**src/cfp_pkg.sv**
```systemverilog
// package: constants, symbol table and types for the formula parser
package cfp_pkg;

  localparam int MaxTermsDef = 6;
  localparam int MaxTextDef = 255;
  localparam int TableEntriesDef = 105;
  localparam int SymbolCount = 105;
  localparam int AmtW = 17;
  localparam logic [7:0] ChargeElem = 8'd255;
  localparam logic [16:0] UnitAmount = 17'd128;
  localparam logic [8:0] AccLimit = 9'd511;
  localparam logic [8:0] IntLimit = 9'd256;

  localparam logic [7:0] ChStar = 8'h2A;
  localparam logic [7:0] ChPlus = 8'h2B;
  localparam logic [7:0] ChMinus = 8'h2D;
  localparam logic [7:0] ChDot = 8'h2E;
  localparam logic [7:0] ChBrack = 8'h5B;
  localparam logic [7:0] ChSpace = 8'h20;

  localparam string Symbols =
    {"H HeLiBeB C N O F NeNaMgAlSiP S ClArK CaScTiV CrMnFeCoNiCuZn",
     "GaGeAsSeBrKrRbSrY ZrNbMoTcRuRhPdAgCdInSnSbTeI XeCsBaLaCePrNd",
     "PmSmEuGdTbDyHoErTmYbLuHfTaW ReOsIrPtAuHgTlPbBiPoAtRnFrRaAcTh",
     "PaU NpPuAmCmBkCfEsFmMdNoLrKuNs"};

  typedef enum logic [2:0] {
    PhStart, PhSym, PhLetter, PhAmt0, PhInt, PhFrac, PhNote, PhError
  } phase_e;

  // controller -> datapath
  typedef struct packed {
    logic       take_char;
    logic       finish;
    logic       clear;
    logic       load_out;
    logic [2:0] emit_idx;
  } cfp_cmd_t;

  // datapath -> controller
  typedef struct packed {
    logic       is_error;
    logic [3:0] count;
  } cfp_stat_t;

  function automatic logic [7:0] upcase(input logic [7:0] c);
    upcase = (c >= 8'h61 && c <= 8'h7A) ? c - 8'd32 : c;
  endfunction

  function automatic logic is_letter(input logic [7:0] c);
    is_letter = (c >= 8'h41 && c <= 8'h5A) || (c >= 8'h61 && c <= 8'h7A);
  endfunction

  function automatic logic [7:0] sym_char(input int i);
    sym_char = 8'(Symbols[i]);
  endfunction

  function automatic logic [6:0] find_pair(input logic [7:0] a, input logic [7:0] b,
                                           input int lim);
    logic [6:0] r;
    r = '0;
    for (int i = SymbolCount - 1; i >= 0; i--) begin
      if (i < lim && upcase(a) == sym_char(2 * i) && upcase(b) == upcase(sym_char(2 * i + 1)))
        r = 7'(i + 1);
    end
    find_pair = r;
  endfunction

  function automatic logic [6:0] find_single(input logic [7:0] a, input int lim);
    logic [6:0] r;
    r = '0;
    for (int i = SymbolCount - 1; i >= 0; i--) begin
      if (i < lim && upcase(a) == sym_char(2 * i) && sym_char(2 * i + 1) == ChSpace)
        r = 7'(i + 1);
    end
    find_single = r;
  endfunction

endpackage

```
**src/cfp_ctrl.sv**
```systemverilog
// controller: text intake, sort wait and result sequencing
module cfp_ctrl (
  input  logic                clk_i,
  input  logic                rst_ni,
  input  logic                in_valid_i,
  input  logic                in_eot_i,
  output logic                in_ready_o,
  output logic                out_valid_o,
  input  logic                out_ready_i,
  input  cfp_pkg::cfp_stat_t  stat_i,
  output cfp_pkg::cfp_cmd_t   cmd_o
);
  import cfp_pkg::*;

  typedef enum logic [1:0] {StIn, StSort, StEmit, StWait} state_e;
  state_e     state_q;
  logic [2:0] idx_q;
  logic       ovalid_q;
  logic       acc;

  assign acc = in_valid_i && in_ready_o;
  assign in_ready_o = (state_q == StIn);
  assign out_valid_o = ovalid_q;

  always_comb begin
    cmd_o = '0;
    cmd_o.take_char = acc && !in_eot_i;
    cmd_o.finish = acc && in_eot_i;
    cmd_o.emit_idx = idx_q;
    cmd_o.load_out = (state_q == StEmit) && (!ovalid_q || out_ready_i);
    cmd_o.clear = (state_q == StWait) && out_ready_i;
    if (state_q == StSort) cmd_o.emit_idx = '0;
  end

  always_ff @(posedge clk_i or negedge rst_ni) begin
    if (!rst_ni) begin
      state_q <= StIn; idx_q <= '0; ovalid_q <= 1'b0;
    end else begin
      if (cmd_o.load_out) ovalid_q <= 1'b1;
      else if (out_ready_i) ovalid_q <= 1'b0;
      case (state_q)
        StIn: if (cmd_o.finish) begin state_q <= StSort; idx_q <= '0; end
        StSort: if (stat_i.is_error || stat_i.count != 4'd15) state_q <= StEmit;
        StEmit: if (cmd_o.load_out) begin
          if (stat_i.is_error || 4'(idx_q) + 4'd1 >= stat_i.count) state_q <= StWait;
          else idx_q <= idx_q + 3'd1;
        end
        StWait: if (out_ready_i) begin state_q <= StIn; idx_q <= '0; end
        default: state_q <= StIn;
      endcase
    end
  end
endmodule

```
**config.mk**
```make
export PLATFORM = sky130hd
export DESIGN_NAME = cfp_ctrl
export DESIGN_NICKNAME = d
export VERILOG_FILES = /design/src/cfp_pkg.sv /design/src/cfp_ctrl.sv
export SDC_FILE = /design/constraint.sdc
export NUM_CORES = 1
export LEC_CHECK = 0
export ABC_AREA = 1
export BUFFER_PORTS_ARGS = -buffer_cell sky130_fd_sc_hd__buf_4
export CORE_AREA = 2 2 39 41
export CTS_CLUSTER_SIZE = 30
export DETAILED_ROUTE_END_ITERATION = 12
export DIE_AREA = 0 0 41 43
export GPL_ROUTABILITY_DRIVEN = 0
export PLACE_DENSITY = 0.8
export SLEW_MARGIN = 20
export SYNTH_ARGS = -nofsm -noshare
export SYNTH_HDL_FRONTEND = slang
export SYNTH_SLANG_ARGS = --single-unit
```
**constraint.sdc**
```tcl
create_clock -name clk_i -period 5.1 [get_ports clk_i]
set_input_delay 0.51 -clock clk_i [delete_from_list [all_inputs] [get_ports clk_i]]
set_output_delay 0.51 -clock clk_i [all_outputs]
set_load 0.05 [all_outputs]
```
; Word level (Yosys, flattened, before mapping)
; Index checks and enable logic that the tools add are counted.
[word_totals]
elab_cells = 45
inputBits = 10
register_bits = 6
[op_classes]
order_cmp = 1
n_mux = 14
n_addsub = 2
reduce_logical = 15
n_eq_ne = 10
[op_table]
columns = operator, count
row1 = 2-to-1 mux 3 bit, 5
row2 = 2-to-1 mux 2 bit, 5
row3 = AND reduction 5 bit, 2
row4 = case mux 3 bit (3 select lines), 1
row5 = case mux 2 bit (4 select lines), 1
row6 = "!= test 2 x 1 -> 1 bit, second input constant", 3
row7 = "!= test 2 bit, second input constant", 3
row8 = logical AND 1 bit, 5
row9 = "adder 3 x 1 -> 4 bit, second input constant", 1
row10 = "== test 2 bit, second input constant", 2
row11 = greater-or-equal comparator 4 bit, 1
row12 = "!= test 4 bit, second input constant", 1
row13 = "adder 3 x 1 -> 3 bit, second input constant", 1
row14 = logical OR 1 bit, 3
row15 = nonzero test 3 bit, 1
row16 = "== test 2 x 1 -> 1 bit, second input constant", 1
row17 = logical NOT 1 bit, 2
row18 = logical NOT 2 bit, 1
row19 = 2-to-1 mux 1 bit, 2
row20 = nonzero test 2 bit, 1

; Longest topological paths before layout
; Gate-level depths: netlist of run 1.
[depth]
depth_word = 6
ltp_mapped = 12
mapped_depth_nobuf = 12

; Least setup slack after synthesis of run 1
; OpenSTA, ideal clock, no wires.
[synth_timing]
kind = flip-flop to output port
start = reg state_q[0]
end = out cmd_o[5] (netlist bit)
path_buffers = 0
arrival_ns = 2.227
setup_slack_ns = 2.363
stages_incl_launch_ff = 5
required_ns = 4.590
path_cell_list = dfrtp_1 > inv_1 > ha_1 > inv_1 > nor3_1
[synth_rtl]
columns = item, line_no
row1 = start: declaration, cfp_ctrl.sv:16  ; state_e state_q;
row2 = start signal: assignment, cfp_ctrl.sv:43  ; StSort: if (stat_i.is_error || stat_i.count != 4'd15) state_q <= StEmit;
row3 = start signal: assignment, cfp_ctrl.sv:45  ; if (stat_i.is_error || 4'(idx_q) + 4'd1 >= stat_i.count) state_q <= StWait;
row4 = start signal: assignment, cfp_ctrl.sv:49  ; default: state_q <= StIn;
row5 = end: declaration, cfp_ctrl.sv:11  ; output cfp_pkg::cfp_cmd_t cmd_o

==> flow_results.org, run 1 <==
** Floorplan
- During I/O placement, the number of pins put on the boundary was 19.
- The die covers between 1500 and 2000 sq um.
- Measured along the y axis, the die boundary spans 43 um.
- Number of rows created at floorplan :: 14
- Core outline area :: approximately 1400 sq um
- The die is 41 um wide.
- Once the floorplan was initialized, standard cells occupied 42.13% of the core.

** Clock tree
- The number of clock buffers added by TritonCTS is 3.
- Postcts setup bufs :: 0
- Cell at the root of the clock tree :: sky130_fd_sc_hd__clkbuf_4
- TritonCTS clock tree :: done
- Count of H-tree levels built during CTS :: 1
- The later pin in the worst-skew pair is clocked with a latency of 240 ps.
- Counting every sink on the clock net gives 6.
- Maximum count of clock buffers along a single path :: 2
- The number of hold buffers added after CTS was 0.
- Cts repair resizes :: 0
- After clock tree synthesis, the clock-pin slew on the worst setup and hold paths is 40 ps.

** Placed design
- IO Port Bufs :: 18
- Cells after DPL :: 123
- Post-place instance area :: 738.2 sq um
- Post-DP HPWL :: about 1000 um

** Yosys
- Synthesized area divided by synthesized cell count :: 6.551 sq um
- After synthesis the cells add up to 583.1 sq um.
- Synthesis produced a netlist whose cell count is 89.
- In the synthesized netlist the async set-or-reset flop fraction comes to 100.0%.
- During synthesis, Yosys emitted a total of 0 warnings.
- Share of synthesized area occupied by flip-flops and latches :: 25.75%
- Net count of the mapped netlist :: 108
- Main synth FF type :: sky130_fd_sc_hd__dfrtp_1
- Post-synth EDFFs :: 0
- In this run, synthesis produced a sequential element count of 6.
- Count of distinct cell types in the synthesized netlist :: 17

** Detailed routing
- First-pass iteration count of the detailed router :: 3
- In this run, the number of DRC markers left after iteration 0 of detailed routing was 3.
- Remaining DRCs :: 0
- Number of vias in the routed layout :: 581
- Final routed wire length divided by cell count :: 8.976 um
- The count of nets left with antenna violations once routing finished came out at 0.
- Dividing the detail-routed via count by the number of cells gives 4.611.
- Wires add up to 1131 um.

** Timing
- The final count of pins violating max slew was 0.
- Final-report hold violation count :: 0
- The clock arrives with 1.874 ps of skew.
- Slew @ Worst Pin :: 240.0 ps
- Worst slew margin relative to its limit :: 84.00%
- FMAX :: between 500 and 600 MHz
- In the finished design, the share of the clock period the worst path needs comes to 38.74%.
- Crit path time final :: 1975 ps
- Final setup vio count :: 0
- Summed over all failing endpoints, the final setup total negative slack is 0 ps.
- Unrepaired setup endpoints after global routing :: no

** Cells and area
- Fillcell total :: 140
- Area Growth Syn to Fin :: 30.47%
- After routing the design area is roughly 760 sq um.
- Leaving out fill and tap cells, the most frequent cells in the layout are sky130_fd_sc_hd__nand2_1, sky130_fd_sc_hd__inv_1, sky130_fd_sc_hd__buf_4, sky130_fd_sc_hd__ha_1.
- Once layout is complete, the utilization of the core stands at 54.97%.
- Number of diodes :: 0
- The post-route netlist has about a quarter of its cells at a drive strength greater than 1.
- Most frequent standard cell in the layout excluding fill and tap cells :: sky130_fd_sc_hd__nand2_1
- Non-filler cells, final :: between 100 and 150
- Area used by multi-input combinational logic :: between 300 and 400 sq um
- FF/Latch Area :: 150.1 sq um
- Final #Nets :: roughly 130

** Critical path
- Library cell contributing the largest single delay on the critical path :: sky130_fd_sc_hd__dfrtp_1
- Crit. End Element :: output pin
- The critical path runs through a total of 5 cells.
- For the worst setup path, the data arrival time is roughly 1500 ps.
- Delay contributed by the slowest stage of the critical path :: 410 ps
- Setup slack on the worst reg-to-reg path comes out at ~3300 ps.
- Buffers plus inverters on the worst setup path :: 3
- The most critical setup path has its startpoint at state_q[0].
- Counting stages on the worst path, the most repeated cell is sky130_fd_sc_hd__inv_1.
- Traced cell by cell, the critical path runs through inv_1 > ha_1 > inv_1 > nor3_1 > buf_4.
- Highest net fanout along the worst path :: 4
- At the worst endpoint, the required time is between 4000 and 5000 ps.
- Depth of the worst register-to-register path :: 12
- Startpoint type of the worst setup path :: flip-flop
- In this run the critical register-to-register path is launched from idx_q[0].
- Following the worst setup path forward leads to its endpoint at cmd_o[6].
- By startpoint and endpoint, the worst setup path is classified as flip-flop to output pin.
- The endpoint identified for the worst register-to-register timing path is idx_q[0].
- Dominant delay contributor by cell family on the critical path :: buffers and inverters

** Global route
- Global router's overall resource usage :: approximately 18%
- Global-route wire length before repair :: 2187 um
- The number of antenna violations at the first check in global routing came to 0.
- The via count of the first global-routing pass was 589.
- Remaining Overflow, GRT :: 0
- Pin count of the biggest net entering global routing :: 7

** Run
- Max-Cap Viols :: 0

** Power
- For this design the static power due to leakage is 0.4805 nW.
- Maximum ir drop on the vdd rail :: 0.3533 mV
- Power Dens Cells :: 560.5 nW/um^2
- The design draws roughly 430 uW.

** Worst hold path
- Tightest Hold Check Type :: primary input to async pin

** Status
- Status :: finished, final reports clean
## sequential cells by signal, summed over array words and instances, names as in the netlist
name	cells
state_q	2
out_valid_o	1
idx_q	3
## through the flow
step	hold slack, ps	setup WS (ps)
finish	69.42	3125
global route	63.70	3013
CTS	63.05	3101
detailed placement	318.7	3243
global placement	318.5	3279
floorplan	214.4	2363
## cells in the mapped netlist, types with 2 or more instances
cell | number | area share, %
sky130_fd_sc_hd__a21oi_1 | 2 | 1.7
sky130_fd_sc_hd__clkinv_1 | 2 | 1.3
sky130_fd_sc_hd__dfrtp_1 | 6 | 26
sky130_fd_sc_hd__ha_1 | 9 | 19
sky130_fd_sc_hd__inv_1 | 18 | 12
sky130_fd_sc_hd__nand2_1 | 28 | 18
sky130_fd_sc_hd__nand2_2 | 2 | 2.1
sky130_fd_sc_hd__nand3_1 | 6 | 5.2
sky130_fd_sc_hd__nor2_1 | 6 | 3.9
sky130_fd_sc_hd__nor3_1 | 3 | 2.6
## report_power, final
group | total (mW) | leakage [nW] | switching [mW] | internal (mW)
Combinational | 0.298 | 0.389 | 0.199 | 0.0994
Clock | 0.0414 | 0.0138 | 0.0149 | 0.0265
Sequential | 0.0868 | 0.0776 | 0.0198 | 0.0670
## cell type report
type | instances | share of cell area [%]
clock buffers | 3 | 2.961
repair buffers | 18 | 17.76
well taps | 16 | 2.632
flip-flops and latches | 6 | 19.74
multi-input cells | 61 | 45.89
inverters | 22 | 11.02
## layer usage
metal | GRT usage (%) | share of wire (%)
met5 | 0 | 0
met3 | 6.283 | 4.2
met4 | 2.000 | 0
met1 | 20.07 | 41
met2 | 30.63 | 54
## worst register-to-register path: stages (launching register included)
cell	delay, ps
sky130_fd_sc_hd__dfrtp_1	420
sky130_fd_sc_hd__ha_1	230
sky130_fd_sc_hd__xnor2_1	230
sky130_fd_sc_hd__inv_1	70
sky130_fd_sc_hd__ha_1	270
sky130_fd_sc_hd__nand2_1	70
sky130_fd_sc_hd__inv_1	40
sky130_fd_sc_hd__nand2_1	70
sky130_fd_sc_hd__nand2_1	50
sky130_fd_sc_hd__nand2_1	120
sky130_fd_sc_hd__nand2_2	80
sky130_fd_sc_hd__nand2_1	60
sky130_fd_sc_hd__nand2_1	50
## worst min path at each step
| stage | start | endpoint | slack, ps | cells after the start |
|---|---|---|---|---|
| floorplan | rst_ni | idx_q[0] | 210 | 0 |
| global placement | rst_ni | idx_q[1] | 320 | 1 |
| detailed placement | rst_ni | idx_q[2] | 320 | 1 |
| CTS | rst_ni | state_q[0] | 60 | 1 |
| global route | rst_ni | state_q[0] | 60 | 1 |
| finish | rst_ni | state_q[0] | 70 | 1 |
## logic make-up after synthesis
family,Yosys count,share of synthesized area [%]
XOR/XNOR,1,1.502
AO/OA/AOI/OAI,3,3.219
buffers and inverters,22,14.38
adder cells (fa/ha/maj),9,19.31
flip-flops,6,25.75
AND/OR/NAND/NOR,48,35.84
(Power assumes the default switching activity.)
==> run 2, diff against run 1 <==
Clock period 5.1 ns to 1.95 ns, I/O delays scaled along.
==> run 2 against run 1 <==
Net effect: via count up 1.7%; global-route usage decreased by 1.4 points; combinational power increased to 2.7 times the previous value; register-to-register slack worse by 3100 ps; clock skew is essentially flat.
==> flow_results.org, run 2 (synthesized netlist as in run 1, its figures left out) <==
** Status
- The flow ran to the end, and the final reports show no timing, DRC or antenna violations.

** Timing
- Final setup vio count :: 0 (unchanged)
- The measured slew at the worst slew-check pin was 229.2 ps (-10.82 ps).
- The worst path needs 1790 ps of the cycle, external delays included.
- Share of the clock period used by the worst path :: 91.79%
- Clock skew :: 1.389 ps (-0.4848 ps)
- The least setup slack across all paths after layout is 160.1 ps (-2964 ps).
- FMAX :: 558.7 MHz
- The final number of hold-violating endpoints came to 0 (unchanged).
- Unrepaired setup endpoints after global routing :: no
- The max-slew headroom at the worst pin came to 84.72% (+0.72 points).
- The final count of pins violating max slew came to 0 (unchanged).
- The final hold slack was 240.1 ps (+170.7 ps).

** Critical path
- Worst endpoint required time :: 2070 ps (-2520 ps)
- STA classifies the critical path endpoint as a flip-flop.
- The critical path is of the flip-flop to flip-flop type.
- Among cell families on the critical path, the largest total delay comes from adder cells.
- Reg2reg start :: idx_q[0]
- The longest individual stage delay on the worst path came to 420 ps (about the same).
- The worst setup path is launched from a flip-flop.
- The worst register-to-register path ends at idx_q[2].
- Counting stages on the worst path, the most repeated cell is sky130_fd_sc_hd__nand2_1.
- Library cell contributing the largest single delay on the critical path :: sky130_fd_sc_hd__dfrtp_1
- Depth of the worst register-to-register path :: 12 (unchanged)
- The buffers plus inverters on the worst setup path came to 2 (-1).
- CP startpoint :: idx_q[0]
- The maximum fanout along the worst path was 5 (+1).
- The setup slack of the worst register-to-register path was 160 ps (-3090 ps).
- Data arrival, critical path :: 1910 ps (+440 ps)
- Critical path depth in cells :: 12 (+7)
- Walking the worst path, the cells encountered are ha_1 > xnor2_2 > inv_1 > ha_1 > nand2_1 > inv_1 > nand2_1 > nand2_1 > nand2_2 > nand2_2 > nand2_1 > nand2_1.

** Floorplan
- Core outline area :: 1384 sq um (unchanged)
- The initial cell density of the core came to 42.13% (unchanged).
- The cell row count was 14 (unchanged).
- Area enclosed by the die boundary :: 1763 sq um (unchanged)
- The y dimension of the die was 43 um (unchanged).
- Die W :: 41 um (unchanged)
- I/O Pins :: 19 (unchanged)

** Global route
- The number of antenna violations at the first check in global routing came to 0 (unchanged).
- Met1 GRT Util :: 18.48% (-1.6 points)
- Fraction of met3 tracks used by global routing :: 3.141% (-3.1 points)
- Vias in the first global route :: 565 (-4.1%)
- The first-pass GRT wire length is 1938 um (-11%).
- Remaining Overflow, GRT :: 0 (unchanged)
- GR Util met2 :: 25.94% (-4.7 points)
- The largest net degree at the start of global routing was 7 (unchanged).
- The layer flagged by global routing as most heavily used is met2.
- Global router's overall resource usage :: 16.19% (-1.4 points)

** Power
- Maximum ir drop on the vdd rail :: 0.7593 mV (+110%)
- Clk pwr share :: 9.4% (-0.3 points)
- Switching power as a share of total power :: 54.82% (about the same)
- The switching component of the power is 630.9 uW (+170%).
- The combinational share of power came to 71.0% (+1.1 points).
- The total power divided by cell area was 1442 nW/um^2 (+160%).
- Overall power :: 1.151 mW (+170%)
- The sequential share of power came to 19.6% (-0.8 points).
- Leakage power figure :: 0.4928 nW (+2.6%)
- The internal power contribution was 519.9 uW (+170%).

** Cells and area
- FF/Latch Area :: 150.1 sq um (unchanged)
- Fillcell total :: 139 (-0.71%)
- The fraction of final layout cells with drive strength greater than 1 is 29.46% (+4.0 points).
- Utilization of the core after routing :: 57.69% (+2.7 points)
- Most frequent cells in the layout :: sky130_fd_sc_hd__nand2_1, sky130_fd_sc_hd__buf_4, sky130_fd_sc_hd__inv_1, sky130_fd_sc_hd__ha_1
- Register bank with the most flops :: idx_q
- Relative to the synthesized area, the layout overhead comes to 36.91%.
- The number of antenna cells inserted is 0 (unchanged).
- Final #Nets :: 133 (+1.5%)
- Area used by multi-input combinational logic :: 369.1 sq um (+5.7%)
- Non-filler cells, final :: 128 (+1.6%)
- The number of flip-flops in the largest register is 3 (unchanged).
- Most frequent standard cell in the layout excluding fill and tap cells :: sky130_fd_sc_hd__nand2_1

** Clock tree
- Maximum count of clock buffers along a single path :: 2 (unchanged)
- The clock insertion delay at the later pin of the skew report was 240 ps (about the same).
- Total CTS buffers :: 3 (unchanged)
- Count of H-tree levels built during CTS :: 1 (unchanged)
- Clock transition at the register clock pins on the worst setup and hold paths after CTS :: 40 ps (about the same)
- TritonCTS built the clock tree.
- Clock Sink Count :: 6 (unchanged)
- The cell sitting at the root of the clock tree is a sky130_fd_sc_hd__clkbuf_4.

** Placed design
- Minimum setup slack after placement :: 127.7 ps (-3115 ps)
- IO Port Bufs :: 18 (unchanged)
- Post-DP HPWL :: 982.1 um (-4.3%)
- The number of instances in the placed design came to 123 (unchanged).

** Detailed routing
- The number of iterations in the first detailed-routing pass is 4 (+1).
- The remaining routing DRC violations came to 0 (unchanged).
- The routed wire length was 1141 um (+0.88%).
- The number of nets still failing antenna checks after routing is 0 (unchanged).
- Vias per cell :: 4.617 (+0.13%)
- Final routed wire length divided by cell count :: 8.914 um (-0.69%)
- Number of vias in the routed layout :: 591 (+1.7%)
- The violation count after the first detailed-routing iteration came to 8 (+5).

** Worst hold path
- In this run the most critical hold path is launched from out_ready_i.
- Hold path cells :: 4
- Hold Path Sink :: out_valid_o
- The worst hold path belongs to the class primary input to flip-flop.

** Run
- The count of maximum capacitance violations was 0 (unchanged).
-- run 2: changes by cell type in the layout (fill, tap and decap cells not counted), sizes merged --
cell	change
buf	+1
dlygate4sd3	+1
-- run 2: tightest hold or removal path: cells and delay by family --
family,cells,cell delay (ps)
buffers and inverters,2,140
AND/OR/NAND/NOR,2,90
-- run 2: per-stage QoR --
stage               TNS (ps)  area (sq um)
finish                     0         798.3
global route               0         798.3
CTS                        0         780.7
detailed placement         0         748.2
global placement           0         748.2
floorplan             -164.0         593.1
-- run 2: worst max path at each step --
stage | to | slack, ps
after floorplan | cmd_o[5] | -90
after global placement | idx_q[1] | 190
after detailed placement | idx_q[2] | 130
after CTS | idx_q[2] | 110
after global routing | idx_q[1] | 20
final | idx_q[2] | 160
-- run 2: per-layer routing --
layer / wire length (um) / vias up
li1: - / 315
met1: 508 / 266
met2: 590 / 8
met3: 33 / 2
met4: 8 / 0
met5: 0 / -
-- run 2: area by class of cell --
class / count / share of cell area (%)
sequential: 6 / 18.81
tap: 16 / 2.508
inverter: 22 / 10.50
timing repair buffer: 20 / 19.12
clock buffer: 3 / 2.821
multi-input combinational: 61 / 46.24
-- run 2: timing repair --
item                                   4_1_cts  5_1_grt
endpoints found under the hold margin        6        0
gates resized for setup                      0        2
buffers inserted                             0        1
setup endpoints to repair                    0        3
hold buffers                                 1        0
-- run 2: power groups by stage --
| stage | Clock, mW | Combinational (mW) | Sequential, mW |
|---|---|---|---|
| final | 0.108 | 0.817 | 0.226 |
| after global routing | 0.121 | 0.908 | 0.232 |
| after CTS | 0.115 | 0.808 | 0.224 |
| after detailed placement | 0 | 0.802 | 0.226 |
| after global placement | 0 | 0.783 | 0.221 |
| after floorplan | 0 | 0.581 | 0.250 |
==> run 3, diff against run 2 <==
Settings changed: CTS_CLUSTER_SIZE 30 to not set, PLACE_DENSITY 0.8 to not set, PLACE_DENSITY_LB_ADDON set to 0.1.
==> run 3 against run 2 <==
Net effect: power shrank 1.2%; core utilization shrank 0.18 points; maximum frequency shrank 0.76%; largest power group unchanged; final area shrank 0.31%; register-to-register slack is essentially flat; clock power is essentially flat; count of clock-buffer cells in the layout is the same; clock skew is essentially flat; combinational power shrank 1%; wire length grew 0.53%.
==> flow_results.org, run 3 (synthesized netlist as in run 1, its figures left out) <==
** Worst hold path
- Start point of the worst min-delay path :: out_ready_i
- Hold Path Sink :: out_valid_o
- The worst hold path belongs to the class primary input to flip-flop.
- The cell depth of the worst hold path is 4 (unchanged).

** Floorplan
- Area enclosed by the die boundary :: 1763 sq um (unchanged)
- The initial cell density of the core was 42.13% (unchanged).
- Core outline area :: 1384 sq um (unchanged)
- Overall die height :: 43 um (unchanged)
- The number of top-level design ports is 19 (unchanged).
- Die W :: 41 um (unchanged)
- The cell row count is 14 (unchanged).

** Global route
- Number of antenna violations at the first check in global routing :: 0 (unchanged)
- The total global routing overflow was 0 (unchanged).
- The total global routing track utilization came to 14.71% (-1.5 points).
- The first-pass GRT wire length was 1752 um (-9.6%).
- Vias in the first global route :: 469 (-17%)
- The largest net degree at the start of global routing is 7 (unchanged).

** Cells and area
- The number of antenna cells inserted came to 0 (unchanged).
- Area of all placed cells without fillers :: 795.8 sq um (-0.31%)
- The area growth from synthesis to layout is 36.48%.
- Register bank with the most flops :: idx_q
- Utilization of the core after routing :: 57.50% (-0.18 points)
- The library cell used most frequently in the layout, excluding fill and tap cells, is sky130_fd_sc_hd__nand2_1.
- Most frequent cells in the layout :: sky130_fd_sc_hd__nand2_1, sky130_fd_sc_hd__buf_4, sky130_fd_sc_hd__inv_1, sky130_fd_sc_hd__ha_1
- Final #Nets :: 133 (unchanged)
- The fraction of final layout cells with drive strength greater than 1 came to 28.57% (-0.89 points).
- Flip-flop count of the largest register after layout :: 3 (unchanged)
- The final-layout fill cell count came to 152 (+9.4%).

** Power
- Maximum ir drop on the vdd rail :: 0.6324 mV (-17%)
- The total power divided by cell area was 1428 nW/um^2 (-0.93%).
- The standby leakage power was 0.4923 nW (about the same).

** Timing
- The max-slew headroom at the worst pin is 84.38% (-0.34 points).
- The measured slew at the worst slew-check pin was 232.5 ps (+3.279 ps).
- Share of the clock period used by the worst path :: 92.49% (+0.70 points)
- Final TNS setup :: 0 ps (unchanged)
- Crit path time final :: 1804 ps (+13.71 ps)
- The maximum clock frequency is 554.5 MHz (-0.76%).
- Post-route setup slack :: 146.4 ps (-13.71 ps)
- The worst setup skew after layout is 1.632 ps (+0.2427 ps).
- Final-report hold violation count :: 0 (unchanged)
- Final setup vio count :: 0 (unchanged)
- The final hold slack was 243.5 ps (+3.444 ps).
- Final Max Slew Viols :: 0 (unchanged)

** Critical path
- R2R setup slack :: 150 ps (about the same)
- The worst setup path is captured at a flip-flop.
- The worst register-to-register path begins at idx_q[0].
- Depth of the worst register-to-register path :: 12 (unchanged)
- Startpoint type of the worst setup path :: flip-flop
- By startpoint and endpoint, the worst setup path is classified as flip-flop to flip-flop.
- Worst endpoint required time :: 2070 ps (about the same)
- Data arrival, critical path :: 1930 ps (+20 ps)
- Capturing point of the worst reg2reg path :: idx_q[2]
- Highest net fanout along the worst path :: 5 (unchanged)

** Detailed routing
- First-pass iteration count of the detailed router :: 4 (unchanged)
- The total via count after detailed routing came to 568 (-3.9%).
- Total wire length after detailed routing :: 1147 um (+0.53%)
- Remaining DRCs :: 0 (unchanged)
- The detailed-route wire length per cell was 8.961 um (+0.53%).
- The via-per-instance ratio was 4.438 (-3.9%).
- First DRT Iteration DRCs :: 4 (-4)
- The number of nets still failing antenna checks after routing came to 0 (unchanged).

** Clock tree
- The cell sitting at the root of the clock tree is a sky130_fd_sc_hd__clkbuf_4.
- TritonCTS clock tree :: done
- Clock Sink Count :: 6 (unchanged)
- Clock Latency Late Sink :: 230 ps (about the same)
- Total CTS buffers :: 3 (unchanged)
- The clock-pin slew on the worst setup and hold paths was 40 ps (about the same).
- Count of H-tree levels built during CTS :: 1 (unchanged)
- The worst-case clock buffer depth came to 2 (unchanged).

** Placed design
- The half-perimeter wire length after detailed placement is 977 um (-0.52%).
- Minimum setup slack after placement :: 142.1 ps (+14.37 ps)
- The placed instance area is 748.2 sq um (unchanged).
- The count of input and output buffers came to 18 (unchanged).

** Status
- The flow ran to the end, and the final reports show no timing, DRC or antenna violations.

** Run
- The count of maximum capacitance violations came to 0 (unchanged).
run 3: repair_timing:
action / in CTS / in global routing
hold endpoints to repair: 6 / 0
setup endpoints to repair: 0 / 3
resized for setup: 0 / 1
buffers inserted: 0 / 1
hold buffers: 1 / 0
run 3: area by class of cell:
type                            instances  area, sq um  share of cell area [%]
Multi-Input combinational cell         61        366.6                   46.07
Timing Repair Buffer                   20        152.6                   19.18
Sequential cell                         6        150.1                   18.87
Inverter                               22        83.83                   10.53
Clock buffer                            3        22.52                   2.830
Tap cell                               16        20.02                   2.516
run 3: routing by layer:
layer / GRT usage (%) / routed length, um
met4: 8.000 / 0
met1: 19.60 / 514
met5: 0 / 0
met2: 21.25 / 586
met3: 3.141 / 46
run 3: critical path, stage by stage (launching register included):
cell and delay, ps:
sky130_fd_sc_hd__dfrtp_1 420, sky130_fd_sc_hd__ha_1 250, sky130_fd_sc_hd__xnor2_2 180, sky130_fd_sc_hd__inv_1 60, sky130_fd_sc_hd__ha_1 260, sky130_fd_sc_hd__nand2_1 60
sky130_fd_sc_hd__inv_1 30, sky130_fd_sc_hd__nand2_1 70, sky130_fd_sc_hd__nand2_1 50, sky130_fd_sc_hd__nand2_1 120, sky130_fd_sc_hd__nand2_2 80, sky130_fd_sc_hd__nand2_1 60
sky130_fd_sc_hd__nand2_1 50
run 3: stage by stage:
step | instances | power (mW)
3_5_place_dp | 123 | 1.028
3_3_place_gp | 123 | 1.021
2_1_floorplan | 89 | 0.8311
4_1_cts | 127 | 1.142
6_report | 128 | 1.136
5_1_grt | 128 | 1.241
run 3: worst max-delay path by stage:
| stage | start | endpoint | slack [ps] |
|---|---|---|---|
| floorplan | state_q[0] | cmd_o[5] | -90 |
| finish | idx_q[0] | idx_q[2] | 150 |
| global route | idx_q[0] | idx_q[1] | -8 |
| CTS | idx_q[0] | idx_q[1] | 130 |
| global placement | idx_q[0] | idx_q[0] | 180 |
| detailed placement | idx_q[0] | idx_q[1] | 140 |
run 3: where the power goes:
part / internal (mW) / total, mW / switching [mW]
Sequential: 0.175 / 0.225 / 0.0499
Combinational: 0.273 / 0.805 / 0.532
Clock: 0.0691 / 0.106 / 0.0369
Total: 0.518 / 1.14 / 0.619
